### src/rtl/core/ncc_pkg.sv
// Package: shared types and constants of the correlation score block.
`timescale 1ns / 1ps
package ncc_pkg;

    localparam int unsigned COUNT_W  = 17;
    localparam int unsigned SUM_W    = 24;
    localparam int unsigned SQSUM_W  = 33;
    localparam int unsigned WIDE_W   = 128;
    localparam int unsigned MULB_W   = 64;

    localparam logic [COUNT_W-1:0] MAX_PIXELS = 17'd65536;
    localparam logic [MULB_W-1:0]  THRESH_SCALE = 64'd1000000;
    localparam logic [15:0]        SCORE_MAX  = 16'd32767;
    localparam logic [15:0]        SEARCH_TOP = 16'd32768;

    // one finished area's sums
    typedef struct packed {
        logic [COUNT_W-1:0] n;
        logic [SUM_W-1:0]   st;
        logic [SQSUM_W-1:0] st2;
        logic [SUM_W-1:0]   si;
        logic [SQSUM_W-1:0] si2;
        logic [SQSUM_W-1:0] sti;
    } area_sums_t;

    typedef struct packed {
        logic              start;
        logic [WIDE_W-1:0] a;
        logic [MULB_W-1:0] b;
    } mul_req_t;

    typedef struct packed {
        logic              busy;
        logic [WIDE_W-1:0] product;
    } mul_rsp_t;

endpackage

### src/rtl/core/ncc_if.sv
// Interfaces: pixel pair channel and score channel.
`timescale 1ns / 1ps
interface ncc_pixel_if;
    logic       valid;
    logic       ready;
    logic [7:0] template_pixel;
    logic [7:0] image_pixel;
    logic       x_odd;
    logic       y_odd;
    logic       last_pixel;

    modport source (output valid, template_pixel, image_pixel, x_odd, y_odd, last_pixel,
                    input ready);
    modport sink   (input valid, template_pixel, image_pixel, x_odd, y_odd, last_pixel,
                    output ready);
endinterface

interface ncc_score_if;
    logic               valid;
    logic               ready;
    logic signed [15:0] correlation;
    logic [16:0]        pixels_used;

    modport source (output valid, correlation, pixels_used, input ready);
    modport sink   (input valid, correlation, pixels_used, output ready);
endinterface

### src/rtl/core/normalized_cross_correlation_score.sv
// Top level: normalized cross-correlation score, Q1.15.
//
//  channel    dir  handshake     payload
//  pixel_in   in   valid/ready   template_pixel, image_pixel, x_odd, y_odd, last_pixel
//  score_out  out  valid/ready   correlation, pixels_used
//  cfg        in   cfg_wr_en     cfg_wr_data = subsample_enable
//
// Pixel requests are taken one per clock; each area's sums go into a two-entry queue.
// The score is worked out by a bit-serial multiplier shared by all products and a bisection
// of up to 16 steps for the root; an empty area skips both, and flat data ends before the
// search.
// pixel_in stalls only when the queue holds two areas awaiting a score.
// Reset clears the sums, the queue, the sequencer and subsample_enable.
`timescale 1ns / 1ps
module normalized_cross_correlation_score (
    input  logic        clk,
    input  logic        rst_n,
    input  logic        cfg_wr_en,
    input  logic        cfg_wr_data,
    ncc_pixel_if.sink   pixel_in,
    ncc_score_if.source score_out
);

    logic                push;
    ncc_pkg::area_sums_t push_data;
    logic                q_not_full;
    logic                q_not_empty;
    logic                pop;
    ncc_pkg::area_sums_t pop_data;
    ncc_pkg::mul_req_t   mul_req;
    ncc_pkg::mul_rsp_t   mul_rsp;

    assign pixel_in.ready = q_not_full;

    ncc_front u_front (
        .clk            (clk),
        .rst_n          (rst_n),
        .cfg_wr_en      (cfg_wr_en),
        .cfg_wr_data    (cfg_wr_data),
        .template_pixel (pixel_in.template_pixel),
        .image_pixel    (pixel_in.image_pixel),
        .x_odd          (pixel_in.x_odd),
        .y_odd          (pixel_in.y_odd),
        .last_pixel     (pixel_in.last_pixel),
        .accept         (pixel_in.valid && q_not_full),
        .push           (push),
        .push_data      (push_data)
    );

    ncc_queue u_queue (
        .clk       (clk),
        .rst_n     (rst_n),
        .push      (push),
        .push_data (push_data),
        .not_full  (q_not_full),
        .pop       (pop),
        .not_empty (q_not_empty),
        .pop_data  (pop_data)
    );

    ncc_mul u_mul (
        .clk   (clk),
        .rst_n (rst_n),
        .req   (mul_req),
        .rsp   (mul_rsp)
    );

    ncc_back u_back (
        .clk         (clk),
        .rst_n       (rst_n),
        .job_valid   (q_not_empty),
        .job_data    (pop_data),
        .job_pop     (pop),
        .mul_req     (mul_req),
        .mul_rsp     (mul_rsp),
        .out_valid   (score_out.valid),
        .out_ready   (score_out.ready),
        .correlation (score_out.correlation),
        .pixels_used (score_out.pixels_used)
    );

endmodule

### src/rtl/core/ncc_front.sv
// Front end: pixel qualification and running sums, one request per clock.
`timescale 1ns / 1ps
module ncc_front (
    input  logic                clk,
    input  logic                rst_n,
    input  logic                cfg_wr_en,
    input  logic                cfg_wr_data,
    input  logic [7:0]          template_pixel,
    input  logic [7:0]          image_pixel,
    input  logic                x_odd,
    input  logic                y_odd,
    input  logic                last_pixel,
    input  logic                accept,
    output logic                push,
    output ncc_pkg::area_sums_t push_data
);

    logic                subsample_reg;
    ncc_pkg::area_sums_t sums_reg;
    ncc_pkg::area_sums_t sums_next;
    logic                take;

    always_comb
    begin
        take = (!subsample_reg || (!x_odd && !y_odd)) && (sums_reg.n < ncc_pkg::MAX_PIXELS);
        sums_next = sums_reg;
        if (take)
        begin
            sums_next.n   = sums_reg.n + 17'd1;
            sums_next.st  = sums_reg.st + 24'(template_pixel);
            sums_next.si  = sums_reg.si + 24'(image_pixel);
            sums_next.st2 = sums_reg.st2 + 33'(16'(template_pixel) * 16'(template_pixel));
            sums_next.si2 = sums_reg.si2 + 33'(16'(image_pixel) * 16'(image_pixel));
            sums_next.sti = sums_reg.sti + 33'(16'(template_pixel) * 16'(image_pixel));
        end
    end

    assign push      = accept && last_pixel;
    assign push_data = sums_next;

    always_ff @(posedge clk or negedge rst_n)
    begin
        if (!rst_n)
        begin
            subsample_reg <= 1'b0;
            sums_reg      <= '0;
        end
        else
        begin
            if (cfg_wr_en)
                subsample_reg <= cfg_wr_data;
            if (accept)
                sums_reg <= last_pixel ? '0 : sums_next;
        end
    end

endmodule

### src/rtl/core/ncc_queue.sv
// Two-entry queue of finished area sums between front and back.
`timescale 1ns / 1ps
module ncc_queue (
    input  logic                clk,
    input  logic                rst_n,
    input  logic                push,
    input  ncc_pkg::area_sums_t push_data,
    output logic                not_full,
    input  logic                pop,
    output logic                not_empty,
    output ncc_pkg::area_sums_t pop_data
);

    ncc_pkg::area_sums_t entry_reg [2];
    logic                wr_ptr_reg;
    logic                rd_ptr_reg;
    logic [1:0]          count_reg;

    assign not_full  = (count_reg != 2'd2);
    assign not_empty = (count_reg != 2'd0);
    assign pop_data  = entry_reg[rd_ptr_reg];

    always_ff @(posedge clk)
    begin
        if (push)
            entry_reg[wr_ptr_reg] <= push_data;
    end

    always_ff @(posedge clk or negedge rst_n)
    begin
        if (!rst_n)
        begin
            wr_ptr_reg <= 1'b0;
            rd_ptr_reg <= 1'b0;
            count_reg  <= 2'd0;
        end
        else
        begin
            if (push)
                wr_ptr_reg <= !wr_ptr_reg;
            if (pop)
                rd_ptr_reg <= !rd_ptr_reg;
            count_reg <= count_reg + 2'(push) - 2'(pop);
        end
    end

`ifndef SYNTHESIS
    a_count_range: assert property (@(posedge clk) disable iff (!rst_n) count_reg <= 2'd2)
        else $error("queue count out of range");
    a_no_overflow: assert property (@(posedge clk) disable iff (!rst_n)
        push |-> count_reg != 2'd2)
        else $error("push into full queue");
    a_no_underflow: assert property (@(posedge clk) disable iff (!rst_n)
        pop |-> count_reg != 2'd0)
        else $error("pop from empty queue");
    a_count_track: assert property (@(posedge clk) disable iff (!rst_n)
        (push && !pop) |=> count_reg == $past(count_reg) + 2'd1)
        else $error("queue count did not advance");
`endif

endmodule

### src/rtl/core/ncc_mul.sv
// Shift-add multiplier: one multiplier bit per cycle, 128-bit product.
`timescale 1ns / 1ps
module ncc_mul (
    input  logic              clk,
    input  logic              rst_n,
    input  ncc_pkg::mul_req_t req,
    output ncc_pkg::mul_rsp_t rsp
);

    logic                       busy_reg;
    logic [ncc_pkg::WIDE_W-1:0] acc_reg;
    logic [ncc_pkg::WIDE_W-1:0] a_reg;
    logic [ncc_pkg::MULB_W-1:0] b_reg;

    assign rsp.busy    = busy_reg;
    assign rsp.product = acc_reg;

    always_ff @(posedge clk)
    begin
        if (req.start)
        begin
            acc_reg <= '0;
            a_reg   <= req.a;
            b_reg   <= req.b;
        end
        else if (busy_reg && (b_reg != '0))
        begin
            if (b_reg[0])
                acc_reg <= acc_reg + a_reg;
            a_reg <= a_reg << 1;
            b_reg <= b_reg >> 1;
        end
    end

    // finishes as soon as the remaining multiplier bits are zero
    always_ff @(posedge clk or negedge rst_n)
    begin
        if (!rst_n)
            busy_reg <= 1'b0;
        else if (req.start)
            busy_reg <= 1'b1;
        else if (busy_reg && (b_reg == '0))
            busy_reg <= 1'b0;
    end

endmodule

### src/rtl/core/ncc_back.sv
// Back end: variance, threshold test and bisection search for the score.
`timescale 1ns / 1ps
module ncc_back (
    input  logic                clk,
    input  logic                rst_n,
    input  logic                job_valid,
    input  ncc_pkg::area_sums_t job_data,
    output logic                job_pop,
    output ncc_pkg::mul_req_t   mul_req,
    input  ncc_pkg::mul_rsp_t   mul_rsp,
    output logic                out_valid,
    input  logic                out_ready,
    output logic signed [15:0]  correlation,
    output logic [16:0]         pixels_used
);

    typedef enum logic [3:0] {
        S_IDLE, S_CHECK, S_TA, S_TB, S_IA, S_IB, S_P, S_L, S_R,
        S_CA, S_CB, S_C2, S_SEARCH, S_T1, S_T2, S_OUT
    } state_t;

    state_t                     state_reg;
    logic                       issued_reg;
    ncc_pkg::area_sums_t        job_reg;
    logic [ncc_pkg::WIDE_W-1:0] tmp_reg;
    logic [ncc_pkg::MULB_W-1:0] vt_reg;
    logic [ncc_pkg::MULB_W-1:0] vi_reg;
    logic [ncc_pkg::MULB_W-1:0] cmag_reg;
    logic [ncc_pkg::WIDE_W-1:0] p_reg;
    logic [ncc_pkg::WIDE_W-1:0] c2_reg;
    logic                       neg_reg;
    logic [15:0]                lo_reg;
    logic [15:0]                hi_reg;
    logic [15:0]                score_reg;
    logic                       out_valid_reg;
    logic signed [15:0]         corr_reg;
    logic [16:0]                used_reg;

    logic                       mul_state;
    logic                       mul_done;
    logic [16:0]                mid_sum;
    logic [15:0]                mid;
    logic [16:0]                odd_full;
    logic [15:0]                odd;
    logic [ncc_pkg::WIDE_W-1:0] diff;

    assign mid_sum  = 17'(lo_reg) + 17'(hi_reg) + 17'd1;
    assign mid      = mid_sum[16:1];
    assign odd_full = {mid, 1'b0} - 17'd1;
    assign odd      = odd_full[15:0];
    assign diff     = tmp_reg - mul_rsp.product;
    assign mul_done = issued_reg && !mul_rsp.busy;

    always_comb
    begin
        mul_state = 1'b1;
        mul_req.a = '0;
        mul_req.b = '0;
        unique case (state_reg)
            S_TA: begin mul_req.a = 128'(job_reg.st2); mul_req.b = 64'(job_reg.n); end
            S_TB: begin mul_req.a = 128'(job_reg.st);  mul_req.b = 64'(job_reg.st); end
            S_IA: begin mul_req.a = 128'(job_reg.si2); mul_req.b = 64'(job_reg.n); end
            S_IB: begin mul_req.a = 128'(job_reg.si);  mul_req.b = 64'(job_reg.si); end
            S_P:  begin mul_req.a = 128'(vt_reg);      mul_req.b = vi_reg; end
            S_L:  begin mul_req.a = p_reg;             mul_req.b = ncc_pkg::THRESH_SCALE; end
            S_R:  begin mul_req.a = 128'(job_reg.n);   mul_req.b = 64'(job_reg.n); end
            S_CA: begin mul_req.a = 128'(job_reg.sti); mul_req.b = 64'(job_reg.n); end
            S_CB: begin mul_req.a = 128'(job_reg.st);  mul_req.b = 64'(job_reg.si); end
            S_C2: begin mul_req.a = 128'(cmag_reg);    mul_req.b = cmag_reg; end
            S_T1: begin mul_req.a = p_reg;             mul_req.b = 64'(odd); end
            S_T2: begin mul_req.a = tmp_reg;           mul_req.b = 64'(odd); end
            default: mul_state = 1'b0;
        endcase
        mul_req.start = mul_state && !issued_reg;
    end

    assign job_pop     = (state_reg == S_IDLE) && job_valid;
    assign out_valid   = out_valid_reg;
    assign correlation = corr_reg;
    assign pixels_used = used_reg;

    always_ff @(posedge clk or negedge rst_n)
    begin
        if (!rst_n)
        begin
            state_reg     <= S_IDLE;
            issued_reg    <= 1'b0;
            out_valid_reg <= 1'b0;
        end
        else
        begin
            // in S_OUT the output register is handled by the state itself
            if (out_valid_reg && out_ready && (state_reg != S_OUT))
                out_valid_reg <= 1'b0;
            if (mul_req.start)
                issued_reg <= 1'b1;
            if (mul_done)
                issued_reg <= 1'b0;

            unique case (state_reg)
                S_IDLE:
                begin
                    if (job_valid)
                    begin
                        job_reg   <= job_data;
                        state_reg <= S_CHECK;
                    end
                end
                S_CHECK:
                begin
                    score_reg <= '0;
                    state_reg <= (job_reg.n == '0) ? S_OUT : S_TA;
                end
                S_TA: if (mul_done) begin tmp_reg <= mul_rsp.product; state_reg <= S_TB; end
                S_TB:
                begin
                    if (mul_done)
                    begin
                        vt_reg    <= (tmp_reg >= mul_rsp.product) ? diff[63:0] : '0;
                        state_reg <= S_IA;
                    end
                end
                S_IA: if (mul_done) begin tmp_reg <= mul_rsp.product; state_reg <= S_IB; end
                S_IB:
                begin
                    if (mul_done)
                    begin
                        vi_reg    <= (tmp_reg >= mul_rsp.product) ? diff[63:0] : '0;
                        state_reg <= S_P;
                    end
                end
                S_P:  if (mul_done) begin p_reg <= mul_rsp.product; state_reg <= S_L; end
                S_L:  if (mul_done) begin tmp_reg <= mul_rsp.product; state_reg <= S_R; end
                S_R:
                begin
                    // flat data: scaled variance product under n squared
                    if (mul_done)
                        state_reg <= (tmp_reg < mul_rsp.product) ? S_OUT : S_CA;
                end
                S_CA: if (mul_done) begin tmp_reg <= mul_rsp.product; state_reg <= S_CB; end
                S_CB:
                begin
                    if (mul_done)
                    begin
                        neg_reg   <= tmp_reg < mul_rsp.product;
                        cmag_reg  <= (tmp_reg < mul_rsp.product)
                                     ? 64'(mul_rsp.product - tmp_reg) : diff[63:0];
                        lo_reg    <= '0;
                        hi_reg    <= ncc_pkg::SEARCH_TOP;
                        state_reg <= S_C2;
                    end
                end
                S_C2: if (mul_done) begin c2_reg <= mul_rsp.product << 32; state_reg <= S_SEARCH; end
                S_SEARCH:
                begin
                    if (lo_reg < hi_reg)
                        state_reg <= S_T1;
                    else
                    begin
                        if (neg_reg)
                            score_reg <= 16'd0 - lo_reg;
                        else
                            score_reg <= (lo_reg > ncc_pkg::SCORE_MAX) ? ncc_pkg::SCORE_MAX
                                                                        : lo_reg;
                        state_reg <= S_OUT;
                    end
                end
                S_T1: if (mul_done) begin tmp_reg <= mul_rsp.product; state_reg <= S_T2; end
                S_T2:
                begin
                    if (mul_done)
                    begin
                        if (mul_rsp.product <= c2_reg)
                            lo_reg <= mid;
                        else
                            hi_reg <= mid - 16'd1;
                        state_reg <= S_SEARCH;
                    end
                end
                S_OUT:
                begin
                    if (!out_valid_reg || out_ready)
                    begin
                        out_valid_reg <= 1'b1;
                        corr_reg      <= $signed(score_reg);
                        used_reg      <= job_reg.n;
                        state_reg     <= S_IDLE;
                    end
                end
                default: state_reg <= S_IDLE;
            endcase
        end
    end

endmodule
### src/flat_wrapper.sv
// flat-port wrapper written by rule: the top's interface ports become plain ports
module normalized_cross_correlation_score_flat 
  (clk, rst_n, cfg_wr_en, cfg_wr_data, pixel_in_valid, pixel_in_template_pixel, pixel_in_image_pixel, pixel_in_x_odd, pixel_in_y_odd, pixel_in_last_pixel, pixel_in_ready, score_out_valid, score_out_correlation, score_out_pixels_used, score_out_ready);
  ncc_pixel_if pixel_in_i ();
  ncc_score_if score_out_i ();
  input  logic clk;
  input  logic rst_n;
  input  logic cfg_wr_en;
  input  logic cfg_wr_data;
  input wire logic [$bits(pixel_in_i.valid)-1:0] pixel_in_valid;
  input wire logic [$bits(pixel_in_i.template_pixel)-1:0] pixel_in_template_pixel;
  input wire logic [$bits(pixel_in_i.image_pixel)-1:0] pixel_in_image_pixel;
  input wire logic [$bits(pixel_in_i.x_odd)-1:0] pixel_in_x_odd;
  input wire logic [$bits(pixel_in_i.y_odd)-1:0] pixel_in_y_odd;
  input wire logic [$bits(pixel_in_i.last_pixel)-1:0] pixel_in_last_pixel;
  output wire logic [$bits(pixel_in_i.ready)-1:0] pixel_in_ready;
  output wire logic [$bits(score_out_i.valid)-1:0] score_out_valid;
  output wire logic [$bits(score_out_i.correlation)-1:0] score_out_correlation;
  output wire logic [$bits(score_out_i.pixels_used)-1:0] score_out_pixels_used;
  input wire logic [$bits(score_out_i.ready)-1:0] score_out_ready;
  assign pixel_in_i.valid = pixel_in_valid;
  assign pixel_in_i.template_pixel = pixel_in_template_pixel;
  assign pixel_in_i.image_pixel = pixel_in_image_pixel;
  assign pixel_in_i.x_odd = pixel_in_x_odd;
  assign pixel_in_i.y_odd = pixel_in_y_odd;
  assign pixel_in_i.last_pixel = pixel_in_last_pixel;
  assign pixel_in_ready = pixel_in_i.ready;
  assign score_out_valid = score_out_i.valid;
  assign score_out_correlation = score_out_i.correlation;
  assign score_out_pixels_used = score_out_i.pixels_used;
  assign score_out_i.ready = score_out_ready;
  normalized_cross_correlation_score u_core (.clk(clk), .rst_n(rst_n), .cfg_wr_en(cfg_wr_en), .cfg_wr_data(cfg_wr_data), .pixel_in(pixel_in_i), .score_out(score_out_i));
endmodule
### config.mk
export PLATFORM = sky130hd
export DESIGN_NAME = normalized_cross_correlation_score_flat
export DESIGN_NICKNAME = d
export VERILOG_FILES = /design/src/rtl/core/ncc_pkg.sv /design/src/rtl/core/ncc_if.sv /design/src/rtl/core/normalized_cross_correlation_score.sv /design/src/rtl/core/ncc_front.sv /design/src/rtl/core/ncc_queue.sv /design/src/rtl/core/ncc_mul.sv /design/src/rtl/core/ncc_back.sv /design/src/flat_wrapper.sv
export SDC_FILE = /design/constraint.sdc
export NUM_CORES = 2
export LEC_CHECK = 0
export BUFFER_PORTS_ARGS = -buffer_cell sky130_fd_sc_hd__buf_2
export CORE_ASPECT_RATIO = 1.1
export CORE_UTILIZATION = 61
export CTS_BUF_LIST = sky130_fd_sc_hd__clkbuf_2
export CTS_CLUSTER_SIZE = 12
export DETAILED_ROUTE_END_ITERATION = 12
export GPL_TIMING_DRIVEN = 0
export MAX_ROUTING_LAYER = met4
export PLACE_DENSITY = 0.84
export SYNTH_ARGS = -nofsm -noshare
export SYNTH_HDL_FRONTEND = slang
export SYNTH_SLANG_ARGS = --single-unit
export TNS_END_PERCENT = 30
### constraint.sdc
create_clock -name clk -period 14.9 [get_ports clk]
set_input_delay 1.49 -clock clk [delete_from_list [all_inputs] [get_ports clk]]
set_output_delay 1.49 -clock clk [all_outputs]
set_load 0.03 [all_outputs]
==> impl_metrics.toml <==
[outcome]
outcome = "complete, but fails checks"
violations = "max-capacitance violations, max-slew violations"

[worst_setup_path]
startpoint_type = "primary input"
reg2reg_to = "u_core.u_queue.entry_reg[1][30]"
reg2regPathDepth = 21
critPathKind = "in -> reg"
cp.required_ns = 16.60
crit_arrival_ns = 8.69
r2r_start = "u_core.u_front.sums_reg[4]"
r2r_slack_ns = 8.20
endpoint_kind = "flop"
cp_max_fo = 10

[power]
ir_drop_mv = 0.1070
power.total_w = 0.02236
switching_share_pct = 48.50
net-switching-power_w = 0.01085
static-leakage-power_nw = 40.79
p_int_w = 0.01152
pwr-share-comb_pct = 53.0
p_seq_share_pct = 33.1
p_per_area_nw_per_um2 = 224.2
clockPowerShare_pct = 14.0

[synth]
ys_async_sr_fraction_pct = 10.90
synth_seq_area_share_pct = 50.34
yosys-top-cells-area = "edfxtp_1, ha_1, dfrtp_1"
yosys_warnings = 0
synth-seq-cells = 1614
syn_area_per_cell_um2 = 10.57
yosysTopAreaCell = "edfxtp_1"
synth-edff-count = 1310
synthFlopType = "edfxtp_1"
syn_nets = 9453
yosys.area.top_type_share_pct = 42.76
syn_area_um2 = 91990
syn_inst = 8705
synth.distinct_cells = 94

[drt]
routed-via-count = 75164
met3_length_um = 31010
top_layer = "met4"
ant_nets = 0
wire_per_inst_um = 28.79
wl_um = 333100
dr_wl_met2_um = 156300
wl_met1_um = 114300
drt-vias-per-instance = 6.496
drtPass1Iterations = 10
drc_errors = 0
drt_first_iter_violations = 9235

[global_route]
grt_pass1_vias = 73607
grt_pass1_wl_um = 479200
grt.total_usage_pct = 44.83
grt_max_degree = 99
grt.overflow.total = 0
antenna_found_initial = 16

[layout]
final_cell_area_um2 = 99760
fin_nets = 10001
synthToLayoutAreaGrowth_pct = 8.449
largest_reg_flops = 328
mostFrequentLayoutCells = "edfxtp_1, nand2_1, nor2_1"
mostFrequentLayoutCell = "edfxtp_1"
drive_above_1_share_pct = 10.71

[sta]
setup_violations = 0
hold_viol = 0
report.final.slew_viol_count = 14
max_slew.worst_pin.slew_ns = 1.523
finalCritPeriodShare_pct = 46.94
fin_tns_setup_ns = 0
finalCriticalPeriod_ns = 6.994
slew_headroom_pct = -2.448
finClkSkew_ns = 0.2860
max_freq_mhz = 143.0
rsz0062_at_grt = "false"

[run]
max_cap_viol_count = 3

[min_path]
hold_path_end = "u_core.u_front.sums_reg[86]"
whs_path_depth = 3
hold_class = "in -> reg"
worstHoldStart = "pixel_in_last_pixel"

[placement]
numPortBuffers = 58
gp_congestion = 1.071
place.detailed.hpwl_um = 259700
placed_area_um2 = 95850

[floorplan]
rows = 149
die_height_um = 409.3
core_um2 = 149900
start_util_pct = 61.37
die_w_um = 372.3
die_area_um2 = 152400
io_pins = 60

[clocking]
cts_tree = "yes"
root_buffer = "clkbuf_2"
postCtsSetupRepairBufs = 0
ctsHtreeMaxLevel = 5
clk_pin_slew_ns = 0.13
clockBufferDepth = 4
numCtsBuffers = 407
clk_latency_ns = 2.02
clkSinkCount = 1614
## area by class of cell
type                       count  area [µm²]
fill                       11515       50130
sequential                  1614       46300
multi-input combinational   5985       41570
tap                         1963        2456
clock inverter               148       827.0
timing repair buffer         139        1391
inverter                     679        2549
clock buffer                 587        2938
buffer                       427        1655
antenna                       29       72.57
## metal layers
layer	GRT usage, %	vias to the layer above
met5	-	-
li1	-	33002
met2	70.33	4673
met1	49.49	36206
met3	9.427	1283
met4	35.60	0
## repair_timing
item | in CTS | in global routing
hold buffers | 6 | 0
hold endpoints to repair | 86 | 0
gates resized for setup | 0 | 0
## through the flow
stage	worst slack, ns	hold slack, ns	instances	utilization, %
floorplan	3.067	0.4003	8705	-
global placement	-9.428	0.4060	10726	63.20
detailed placement	6.270	0.4045	10801	63.95
CTS	8.363	0.04690	11542	66.51
global route	7.894	0.1887	11560	66.54
finish	7.906	0.2035	11571	66.56
## power groups by stage
| stage | sequential, W | clock, W | combinational, W |
|---|---|---|---|
| 6_report | 0.00740 | 0.00313 | 0.0118 |
| 5_1_grt | 0.00741 | 0.00334 | 0.0128 |
| 4_1_cts | 0.00733 | 0.00312 | 0.0115 |
| 3_5_place_dp | 0.00743 | 0 | 0.0114 |
| 3_3_place_gp | 0.00745 | 0 | 0.0112 |
| 2_1_floorplan | 0.00686 | 0 | 0.00783 |
## Yosys cell counts, drive strengths merged (11+ instances only)
cell,n
nand3,119
o41ai,14
nand4,161
a21o,197
edfxtp,1310
a21oi,639
dfxtp,128
and2,101
xor2,133
a22oi,63
nand2,892
nor2b,58
o211ai,25
mux2,166
a221o,27
o221ai,15
buf,39
or2,15
a41oi,14
nor4,46
a21boi,21
a31oi,74
a22o,64
o31ai,18
ha,593
a211oi,43
inv,679
xnor2,282
o21bai,101
a2111oi,12
nor3,122
mux2i,102
clkbuf,388
a222oi,71
dfrtp,176
a221oi,137
fa,130
o21a,41
o2111ai,11
and4,13
nor2,737
or3,25
nand2b,41
o21ai,503
and3,55
## logic make-up (layout without fill, tap and decap cells)
| group | after synthesis | count (layout) | share of synthesized area (%) |
|---|---|---|---|
| buf+inv | 1106 | 1980 | 4.566 |
| flops | 1614 | 1614 | 50.34 |
| mux | 268 | 268 | 3.142 |
| compound gates | 2168 | 2168 | 15.37 |
| fa+ha+maj | 723 | 723 | 10.90 |
| xor+xnor | 415 | 415 | 3.951 |
| simple gates | 2411 | 2411 | 11.74 |
| other cells | 0 | 29 | 0 |
## how the worst max path moves through the flow
stage | slack [ns] | to | start | depth (start not counted)
final | 7.91 | u_core.u_queue.entry_reg[1][30] | pixel_in_template_pixel[5] | 23
after global routing | 7.89 | u_core.u_queue.entry_reg[1][30] | pixel_in_template_pixel[5] | 23
after CTS | 8.36 | u_core.u_queue.entry_reg[1][30] | pixel_in_template_pixel[5] | 23
after detailed placement | 6.27 | u_core.u_queue.entry_reg[1][30] | pixel_in_template_pixel[5] | 23
after global placement | -9.43 | u_core.u_back.tmp_reg[111] | rst_n | 3
after floorplan | 3.07 | u_core.u_back.tmp_reg[0] | rst_n | 2
## critical path, stage by stage
cell and delay [ns]:
buf_2 0.18, clkbuf_1 0.36, clkbuf_1 0.57, nand2_1 0.16
fa_1 0.54, inv_1 0.06, fa_1 0.50, inv_1 0.05
fa_1 0.46, fa_1 0.54, inv_1 0.04, ha_1 0.30
inv_1 0.09, o21bai_1 0.08, a21o_1 0.20, a21oi_1 0.22
o21ai_0 0.25, o41ai_1 0.93, o2111ai_1 0.25, o211ai_1 0.69
nor2_1 0.31, nand3_1 0.20, xnor2_1 0.21
Power figures use the tool's default switching activity.
